[src/sv/slxfp_pkg.sv]
`timescale 1ns / 1ps
// ----------------------------------------------------------------------------
// slxfp_pkg
// Shared types, codes and constants of the sync/length/XOR frame parser.
// ----------------------------------------------------------------------------
package slxfp_pkg;

  localparam logic [7:0] SYNC_RESET    = 8'hAA;
  localparam logic [9:0] MAX_LEN_RESET = 10'd512;

  localparam logic [7:0] MT_HEARTBEAT = 8'h01;
  localparam logic [7:0] MT_FWD_A     = 8'h02;
  localparam logic [7:0] MT_FWD_B     = 8'h03;
  localparam logic [7:0] MT_FWD_C     = 8'h04;
  localparam logic [7:0] MT_STATS     = 8'h05;

  typedef enum logic [0:0] {
    REG_SYNC_VALUE = 1'b0,
    REG_MAX_LENGTH = 1'b1
  } reg_idx_e;

  typedef enum logic [3:0] {
    PH_SYNC    = 4'd0,
    PH_TYPE    = 4'd1,
    PH_ADDR    = 4'd2,
    PH_INDEX   = 4'd3,
    PH_PROTO   = 4'd4,
    PH_LEN_LO  = 4'd5,
    PH_LEN_HI  = 4'd6,
    PH_PAYLOAD = 4'd7,
    PH_CHECK   = 4'd8
  } phase_e;

  typedef enum logic [1:0] {
    EV_GOOD     = 2'd0,
    EV_CHECKSUM = 2'd1,
    EV_LENGTH   = 2'd2,
    EV_READ     = 2'd3
  } event_e;

  typedef enum logic [1:0] {
    CL_HEARTBEAT = 2'd0,
    CL_FORWARDED = 2'd1,
    CL_STATS     = 2'd2,
    CL_UNKNOWN   = 2'd3
  } class_e;

  typedef struct packed {
    event_e     event_res;
    class_e     frame_class;
    logic [7:0] message_type;
    logic [7:0] device_address;
    logic [7:0] interface_index;
    logic [7:0] interface_protocol;
    logic [9:0] payload_length;
    logic [7:0] data_byte;
  } res_t;

  function automatic class_e class_of(logic [7:0] t);
    class_e c;
    case (t)
      MT_HEARTBEAT:                   c = CL_HEARTBEAT;
      MT_FWD_A, MT_FWD_B, MT_FWD_C:   c = CL_FORWARDED;
      MT_STATS:                       c = CL_STATS;
      default:                        c = CL_UNKNOWN;
    endcase
    return c;
  endfunction

endpackage

[src/sv/slxfp_parser.sv]
`timescale 1ns / 1ps
// ----------------------------------------------------------------------------
// slxfp_parser
// Byte-serial frame state machine: header capture, length check, payload
// write port, running XOR and event generation.
// ----------------------------------------------------------------------------
module slxfp_parser #(
  parameter int BUFFER_DEPTH = 512
) (
  input  logic                            clk_i,
  input  logic                            rst_ni,
  input  logic                            rx_valid_i,
  input  logic [7:0]                      rx_byte_i,
  input  logic [7:0]                      sync_value_i,
  input  logic [9:0]                      max_length_i,
  output logic                            res_valid_o,
  output slxfp_pkg::res_t                 res_o,
  output logic                            wr_en_o,
  output logic [$clog2(BUFFER_DEPTH)-1:0] wr_addr_o,
  output logic [7:0]                      wr_data_o,
  output logic [9:0]                      last_good_o
);
  import slxfp_pkg::*;

  localparam int          AW      = $clog2(BUFFER_DEPTH);
  localparam int          EW      = AW + 10;
  localparam logic [15:0] DEPTH16 = 16'(BUFFER_DEPTH);

  phase_e     phase_q, phase_d;
  logic [7:0] type_q, type_d;
  logic [7:0] addr_q, addr_d;
  logic [7:0] index_q, index_d;
  logic [7:0] proto_q, proto_d;
  logic [7:0] len_lo_q, len_lo_d;
  logic [9:0] declared_q, declared_d;
  logic [9:0] count_q, count_d;
  logic [7:0] xor_q, xor_d;
  logic [9:0] last_good_q, last_good_d;

  logic [15:0]   len_full;
  logic [9:0]    count_inc;
  logic [EW-1:0] wext;

  always_ff @(posedge clk_i or negedge rst_ni) begin
    if (!rst_ni) begin
      phase_q     <= PH_SYNC;
      type_q      <= '0;
      addr_q      <= '0;
      index_q     <= '0;
      proto_q     <= '0;
      len_lo_q    <= '0;
      declared_q  <= '0;
      count_q     <= '0;
      xor_q       <= '0;
      last_good_q <= '0;
    end else begin
      phase_q     <= phase_d;
      type_q      <= type_d;
      addr_q      <= addr_d;
      index_q     <= index_d;
      proto_q     <= proto_d;
      len_lo_q    <= len_lo_d;
      declared_q  <= declared_d;
      count_q     <= count_d;
      xor_q       <= xor_d;
      last_good_q <= last_good_d;
    end
  end

  always_comb begin
    phase_d     = phase_q;
    type_d      = type_q;
    addr_d      = addr_q;
    index_d     = index_q;
    proto_d     = proto_q;
    len_lo_d    = len_lo_q;
    declared_d  = declared_q;
    count_d     = count_q;
    xor_d       = xor_q;
    last_good_d = last_good_q;

    len_full  = {rx_byte_i, len_lo_q};
    count_inc = count_q + 10'd1;
    wext      = EW'(count_q);
    wr_addr_o = wext[AW-1:0];
    wr_data_o = rx_byte_i;
    wr_en_o   = 1'b0;

    res_valid_o                 = 1'b0;
    res_o.event_res             = EV_GOOD;
    res_o.frame_class           = CL_HEARTBEAT;
    res_o.message_type          = type_q;
    res_o.device_address        = addr_q;
    res_o.interface_index       = index_q;
    res_o.interface_protocol    = proto_q;
    res_o.payload_length        = '0;
    res_o.data_byte             = '0;

    if (rx_valid_i) begin
      unique case (phase_q)
        PH_SYNC: begin
          if (rx_byte_i == sync_value_i) phase_d = PH_TYPE;
        end
        PH_TYPE: begin
          type_d  = rx_byte_i;
          xor_d   = rx_byte_i;
          phase_d = PH_ADDR;
        end
        PH_ADDR: begin
          addr_d  = rx_byte_i;
          xor_d   = xor_q ^ rx_byte_i;
          phase_d = PH_INDEX;
        end
        PH_INDEX: begin
          index_d = rx_byte_i;
          xor_d   = xor_q ^ rx_byte_i;
          phase_d = PH_PROTO;
        end
        PH_PROTO: begin
          proto_d = rx_byte_i;
          xor_d   = xor_q ^ rx_byte_i;
          phase_d = PH_LEN_LO;
        end
        PH_LEN_LO: begin
          len_lo_d = rx_byte_i;
          xor_d    = xor_q ^ rx_byte_i;
          phase_d  = PH_LEN_HI;
        end
        PH_LEN_HI: begin
          xor_d = xor_q ^ rx_byte_i;
          if ((len_full > {6'b0, max_length_i}) || (len_full > DEPTH16)) begin
            phase_d         = PH_SYNC;
            res_valid_o     = 1'b1;
            res_o.event_res = EV_LENGTH;
          end else begin
            declared_d = len_full[9:0];
            count_d    = '0;
            phase_d    = (len_full == 16'd0) ? PH_CHECK : PH_PAYLOAD;
          end
        end
        PH_PAYLOAD: begin
          wr_en_o = 1'b1;
          count_d = count_inc;
          xor_d   = xor_q ^ rx_byte_i;
          if (count_inc >= declared_q) phase_d = PH_CHECK;
        end
        PH_CHECK: begin
          phase_d     = PH_SYNC;
          res_valid_o = 1'b1;
          if (rx_byte_i == xor_q) begin
            last_good_d          = count_q;
            res_o.event_res      = EV_GOOD;
            res_o.frame_class    = class_of(type_q);
            res_o.payload_length = count_q;
          end else begin
            res_o.event_res = EV_CHECKSUM;
          end
        end
        default: begin
          phase_d = PH_SYNC;
        end
      endcase
    end
  end

  assign last_good_o = last_good_q;

endmodule

[src/sv/slxfp_out_buf.sv]
`timescale 1ns / 1ps
// ----------------------------------------------------------------------------
// slxfp_out_buf
// Two-entry result buffer driving the master stream; decouples the result
// stage from downstream back-pressure.
// ----------------------------------------------------------------------------
module slxfp_out_buf (
  input  logic            clk_i,
  input  logic            rst_ni,
  input  logic            push_i,
  input  slxfp_pkg::res_t push_res_i,
  output logic            room_o,
  output logic            valid_o,
  input  logic            ready_i,
  output slxfp_pkg::res_t res_o
);
  import slxfp_pkg::*;

  res_t       ent_q [2];
  logic       wr_ptr_q;
  logic       rd_ptr_q;
  logic [1:0] count_q, count_d;
  logic       pop;

  assign valid_o = (count_q != 2'd0);
  assign pop     = valid_o && ready_i;
  assign room_o  = (count_q != 2'd2) || pop;
  assign res_o   = ent_q[rd_ptr_q];

  always_comb begin
    count_d = count_q;
    if (push_i && !pop) count_d = count_q + 2'd1;
    else if (!push_i && pop) count_d = count_q - 2'd1;
  end

  always_ff @(posedge clk_i or negedge rst_ni) begin
    if (!rst_ni) begin
      wr_ptr_q <= 1'b0;
      rd_ptr_q <= 1'b0;
      count_q  <= '0;
    end else begin
      count_q <= count_d;
      if (push_i) wr_ptr_q <= ~wr_ptr_q;
      if (pop) rd_ptr_q <= ~rd_ptr_q;
    end
  end

  always_ff @(posedge clk_i) begin
    if (push_i) ent_q[wr_ptr_q] <= push_res_i;
  end

  a_count_bound : assert property (@(posedge clk_i) disable iff (!rst_ni)
    count_q != 2'd3)
    else $error("result buffer count out of range");

  a_push_room : assert property (@(posedge clk_i) disable iff (!rst_ni)
    push_i |-> room_o)
    else $error("push into full result buffer");

  a_full_hold : assert property (@(posedge clk_i) disable iff (!rst_ni)
    (count_q == 2'd2) && !ready_i |=> (count_q == 2'd2) && $stable(res_o))
    else $error("stalled full buffer changed");

endmodule

[src/sv/sync_length_xor_frame_parser.sv]
`timescale 1ns / 1ps
// ----------------------------------------------------------------------------
// sync_length_xor_frame_parser
// Deframes a sync/header/length/payload/XOR byte stream and serves reads of
// the stored payload.
// ----------------------------------------------------------------------------
// One transaction is taken every clock cycle while the slave side is not
// stalled, receive and read alike. A line byte updates the frame state
// machine and, in the payload phase, writes one buffer entry in the cycle it
// is taken; a read looks up the payload buffer through its single registered
// read port. A result passes through the result stage (which also covers the
// buffer read latency) and then the two-entry output buffer before it appears
// on the master stream. The slave side stalls only when three results wait
// downstream (one in the result stage, two in the output buffer) and the
// master side is not ready. The payload buffer holds BUFFER_DEPTH bytes and
// needs no clearing after reset; reads at or beyond the last good frame
// length return zero.
module sync_length_xor_frame_parser #(
  parameter int BUFFER_DEPTH = 512
) (
  input  logic        clk_i,
  input  logic        rst_ni,
  // APB configuration port
  input  logic        psel,
  input  logic        penable,
  input  logic        pwrite,
  input  logic [2:0]  paddr,
  input  logic [31:0] pwdata,
  output logic [31:0] prdata,
  output logic        pready,
  // input stream
  input  logic        s_axis_tvalid,
  output logic        s_axis_tready,
  input  logic [23:0] s_axis_tdata,  // rx_byte[7:0], read_index[16:8], zero pad
  input  logic        s_axis_tuser,  // action
  // result stream
  output logic        m_axis_tvalid,
  input  logic        m_axis_tready,
  output logic [55:0] m_axis_tdata,  // frame_class[1:0], message_type[9:2],
                                     // device_address[17:10],
                                     // interface_index[25:18],
                                     // interface_protocol[33:26],
                                     // payload_length[43:34],
                                     // data_byte[51:44], zero pad
  output logic [1:0]  m_axis_tuser   // event_res
);
  import slxfp_pkg::*;

  localparam int AW = $clog2(BUFFER_DEPTH);
  localparam int RW = AW + 9;

  logic [7:0] sync_value_q;
  logic [9:0] max_length_q;
  logic       cfg_wr;

  logic          s_acc;
  logic          rd_acc;
  logic          rx_acc;
  logic [7:0]    rx_byte;
  logic [8:0]    read_index;
  logic [RW-1:0] rext;
  logic          rd_hit;

  logic          par_valid;
  res_t          par_res;
  logic          par_wr_en;
  logic [AW-1:0] par_wr_addr;
  logic [7:0]    par_wr_data;
  logic [9:0]    last_good;

  logic [7:0] mem [BUFFER_DEPTH];
  logic [7:0] mem_q;

  logic p_valid_q;
  res_t p_res_q;
  logic p_hit_q;
  logic p_adv;
  res_t push_res;
  res_t read_res;

  logic buf_room;
  res_t out_res;

  // configuration
  assign pready = 1'b1;
  assign cfg_wr = psel && penable && pwrite && pready;

  always_ff @(posedge clk_i or negedge rst_ni) begin
    if (!rst_ni) begin
      sync_value_q <= SYNC_RESET;
      max_length_q <= MAX_LEN_RESET;
    end else if (cfg_wr) begin
      unique case (reg_idx_e'(paddr[2]))
        REG_SYNC_VALUE: sync_value_q <= pwdata[7:0];
        REG_MAX_LENGTH: max_length_q <= pwdata[9:0];
        default:        sync_value_q <= sync_value_q;
      endcase
    end
  end

  always_comb begin
    unique case (reg_idx_e'(paddr[2]))
      REG_SYNC_VALUE: prdata = {24'b0, sync_value_q};
      REG_MAX_LENGTH: prdata = {22'b0, max_length_q};
      default:        prdata = '0;
    endcase
  end

  // input side
  assign rx_byte    = s_axis_tdata[7:0];
  assign read_index = s_axis_tdata[16:8];
  assign s_acc      = s_axis_tvalid && s_axis_tready;
  assign rd_acc     = s_acc && s_axis_tuser;
  assign rx_acc     = s_acc && !s_axis_tuser;
  assign rext       = RW'(read_index);
  assign rd_hit     = ({1'b0, read_index} < last_good);

  slxfp_parser #(
    .BUFFER_DEPTH(BUFFER_DEPTH)
  ) u_parser (
    .clk_i        (clk_i),
    .rst_ni       (rst_ni),
    .rx_valid_i   (rx_acc),
    .rx_byte_i    (rx_byte),
    .sync_value_i (sync_value_q),
    .max_length_i (max_length_q),
    .res_valid_o  (par_valid),
    .res_o        (par_res),
    .wr_en_o      (par_wr_en),
    .wr_addr_o    (par_wr_addr),
    .wr_data_o    (par_wr_data),
    .last_good_o  (last_good)
  );

  // payload buffer
  always_ff @(posedge clk_i) begin
    if (par_wr_en) mem[par_wr_addr] <= par_wr_data;
  end

  always_ff @(posedge clk_i) begin
    if (rd_acc) mem_q <= mem[rext[AW-1:0]];
  end

  // result stage
  assign p_adv         = p_valid_q && buf_room;
  assign s_axis_tready = !p_valid_q || p_adv;

  always_comb begin
    read_res           = '0;
    read_res.event_res = EV_READ;
  end

  always_ff @(posedge clk_i or negedge rst_ni) begin
    if (!rst_ni) begin
      p_valid_q <= 1'b0;
    end else if (s_acc && (s_axis_tuser || par_valid)) begin
      p_valid_q <= 1'b1;
    end else if (p_adv) begin
      p_valid_q <= 1'b0;
    end
  end

  always_ff @(posedge clk_i) begin
    if (s_acc) begin
      p_hit_q <= s_axis_tuser && rd_hit;
      p_res_q <= s_axis_tuser ? read_res : par_res;
    end
  end

  always_comb begin
    push_res           = p_res_q;
    push_res.data_byte = p_hit_q ? mem_q : 8'd0;
  end

  slxfp_out_buf u_out_buf (
    .clk_i      (clk_i),
    .rst_ni     (rst_ni),
    .push_i     (p_adv),
    .push_res_i (push_res),
    .room_o     (buf_room),
    .valid_o    (m_axis_tvalid),
    .ready_i    (m_axis_tready),
    .res_o      (out_res)
  );

  assign m_axis_tuser = out_res.event_res;
  assign m_axis_tdata = {4'b0,
                         out_res.data_byte,
                         out_res.payload_length,
                         out_res.interface_protocol,
                         out_res.interface_index,
                         out_res.device_address,
                         out_res.message_type,
                         out_res.frame_class};

  a_read_result : assert property (@(posedge clk_i) disable iff (!rst_ni)
    rd_acc |=> p_valid_q && (p_res_q.event_res == EV_READ))
    else $error("read transaction produced no read result");

  a_stage_hold : assert property (@(posedge clk_i) disable iff (!rst_ni)
    p_valid_q && !p_adv |=> p_valid_q && $stable(p_res_q) && $stable(p_hit_q) &&
                            (!p_hit_q || $stable(mem_q)))
    else $error("result stage lost a stalled result");

  a_hit_is_read : assert property (@(posedge clk_i) disable iff (!rst_ni)
    p_valid_q && p_hit_q |-> p_res_q.event_res == EV_READ)
    else $error("buffer data attached to a frame event");

endmodule
[config.mk]
export PLATFORM = sky130hd
export DESIGN_NAME = sync_length_xor_frame_parser
export DESIGN_NICKNAME = d
export VERILOG_FILES = /design/src/sv/slxfp_pkg.sv /design/src/sv/slxfp_parser.sv /design/src/sv/slxfp_out_buf.sv /design/src/sv/sync_length_xor_frame_parser.sv
export SDC_FILE = /design/constraint.sdc
export NUM_CORES = 2
export LEC_CHECK = 0
export BUFFER_PORTS_ARGS = -buffer_cell sky130_fd_sc_hd__buf_4
export CAP_MARGIN = 20
export CELL_PAD_IN_SITES_DETAIL_PLACEMENT = 0
export CELL_PAD_IN_SITES_GLOBAL_PLACEMENT = 1
export CORE_ASPECT_RATIO = 0.6
export CORE_MARGIN = 10
export CORE_UTILIZATION = 56
export CTS_CLUSTER_DIAMETER = 100
export CTS_CLUSTER_SIZE = 25
export DETAILED_ROUTE_END_ITERATION = 16
export PLACE_DENSITY_LB_ADDON = 0.1
export SLEW_MARGIN = 0
export SYNTH_ARGS = -nofsm -noshare
export SYNTH_HDL_FRONTEND = slang
export SYNTH_HIERARCHICAL = 1
export SYNTH_MEMORY_MAX_BITS = 65536
export SYNTH_SLANG_ARGS = --single-unit
[constraint.sdc]
create_clock -name clk_i -period 5.24 [get_ports clk_i]
set_input_delay 0.524 -clock clk_i [delete_from_list [all_inputs] [get_ports clk_i]]
set_output_delay 0.524 -clock clk_i [all_outputs]
set_load 0.1 [all_outputs]
==> impl_results.md <==
- Status: finished clean
- Routed Antenna Nets: 0
- DR pass1 iterations: 5
- Synthesis-to-finish area growth: 6.722%
- Vias: just over 80000
- Static Leak: around 56 nW
- Synthesized area: 170600 um2
- Max Freq: 238.8 MHz
- Port-buffer cells: just over 100
- Clock buffer depth: 4
- Synth warnings: 6
- Clock skew: 32.74 ps
- DR WL/cell: 33.69 um
- Met1 Track Usage GR: 0.3903
- Worst EP arrival: 4750 ps
- Period minus WS final: 4187 ps
- # hold bufs at CTS: 13
- Num CTS Buffers: 200
- Max Cap Violations: 0
- Crit-path max FO: 24
- WS Path Type: reg -> reg
- Cells after Synth: 8123
- Req. time, crit path: 5800 ps
- Grt met3 use: 0.07371
- GRT busiest layer: met1
- Worst VDD drop: between 300 and 400 uV
- Slew headroom: 0.1760
- Post-DP HPWL: 255300 um
- RSZ-0062 raised after global routing: no
- Core box area: 302200 um2
- Fin Hold WS: a little over 100 ps
- DRT iter0 DRCs: 11114
- Io pins: 160
- Pin count of the biggest net entering global routing: 208
- Grt ovf: 0
- Multi-input gate area: between 30000 and 40000 um2
- Final cell count without fillers: 12269
- # fillers: 21142
- CTS H-tree lvls: 4
- Die W: 732.6 um
- Total routed wirelength: around 410000 um
- Crit start category: flip-flop
- Die H: 447.6 um
- Final Setup Violations: 0
- Post-CTS setup buffers: 0
- Share of layout cells above drive strength 1: 0.2296
- Setup TNS: 0 ps
- Root buffer cell: clkbuf_16
- Final nets: 8305
- Period utilization: 0.7990
- Sequential cell area: 130500 um2
- Final Hold Violating Endpoints: 0
- Hold Crit Class: in -> reg
- Slew Viols, Final: 0
- Crit. End Element: flip-flop
- Inst Count DP: about 12000
- Vias per cell: 6.600
- CTS tree: yes
- Starting Density: 0.5647
- Die area: 327900 um2
- GRT met2 Usage: 0.3563
- Tightest Pin Transition: about 1200 ps
- PwrDens: 344.4 nW/um2
- GPL Wtd Cong: 0.8526
- CTS sink count: 4364
- Drt drc: 0
- Initial antenna violation count: 22
- Post-CTS resize count: 0
- Vias in the first global route: 80404
- All-Layer GR Usage: 0.2502
- Avg Inst Size Synth: 21.00 um2
- First-pass GRT wire length: just under 600000 um
- Later-pin clock latency in the skew report: 940 ps
- Clk pin slew, worst setup/hold paths: 100 ps
- # rows: 156
final timing paths:
path	from	end	cells after the start	slack, ps
max	u_out_buf/count_q[0]	mem[459][0]	14	1050
min	s_axis_tdata[5]	mem[421][5]	1	100
max reg2reg	u_out_buf/count_q[0]	mem[459][0]	14	1050
min reg2reg	p_res_q[10]	u_out_buf/ent_q[1][10]	0	450
max in group asynchronous	rst_ni	u_out_buf/rd_ptr_q	3	3790
min in group asynchronous	rst_ni	u_parser/declared_q[1]	2	290
power by group:
group	total (mW)	internal, mW	switching [mW]
Combinational	6.22	2.08	4.14
Clock	17.3	7.00	10.3
Sequential	39.2	38.8	0.462
worst max-delay path, stage by stage (launching register included):
cell	delay, ps
dfrtp_1	430
or3b_2	510
nand2b_1	200
and2_2	230
nor2b_1	130
buf_4	170
nand2_1	170
inv_1	160
buf_4	220
nand2_1	80
nor2_1	70
buf_4	220
nand3_4	110
buf_4	630
nor2_1	440
registers in the layout (all words and copies together) (netlist names), 10 cells and up:
name	count
mem	4096
u_out_buf/ent_q	108
max_length_q	10
u_parser/last_good_o	10
u_parser/count_q	10
p_res_q	46
u_parser/declared_q	10
cells in the final DEF (no fill, tap or decap), drive strengths merged, types with 10 or more instances in the layout:
cell type / n
edfxtp: 4259
ha: 30
conb: 27
dlygate4sd3: 13
o21ai: 169
mux2i: 193
o22ai: 79
o2111ai: 15
buf: 372
nand4: 26
a221oi: 18
a21oi: 138
nor2: 709
mux4: 1031
mux2: 232
xnor2: 23
inv: 36
and2: 23
clkbuf: 223
nand3: 33
nor2b: 60
nor3: 24
nand2: 151
diode: 10
dfrtp: 100
nand2b: 31
o221ai: 77
a211oi: 15
o211ai: 22
per-stage QoR:
| step | util | setup slack (ps) | instance area [um2] | total power [mW] |
|---|---|---|---|---|
| 3_5_place_dp | 0.5848 | 837.3 | 176700 | 46.24 |
| 3_3_place_gp | 0.5848 | 848.6 | 176700 | 46.12 |
| 2_1_floorplan | - | 430.7 | 170700 | 44.40 |
| 6_report | 0.6026 | 1053 | 182100 | 62.72 |
| 4_1_cts | 0.6024 | 1074 | 182000 | 62.99 |
| 5_1_grt | 0.6026 | 837.9 | 182100 | 64.60 |
area by class of cell:
cell class | count | share of cell area
flip-flops and latches | 4364 | 0.7169
multi-input cells | 3219 | 0.2048
clock buffers | 220 | 0.02825
well taps | 4029 | 0.02769
repair buffers | 388 | 0.02125
inverters | 35 | 0.0007215
clock inverters | 4 | 0.0002611
diodes | 10 | 0.0001374
layer usage:
layer	wire, um	vias up	part of all wire
li1	-	33217	-
met1	178200	43508	0.43
met2	179600	3828	0.43
met3	47190	415	0.11
met4	8202	6	0.020
met5	41	-	0.000099
Note: power is estimated with default switching activity, not from simulation.
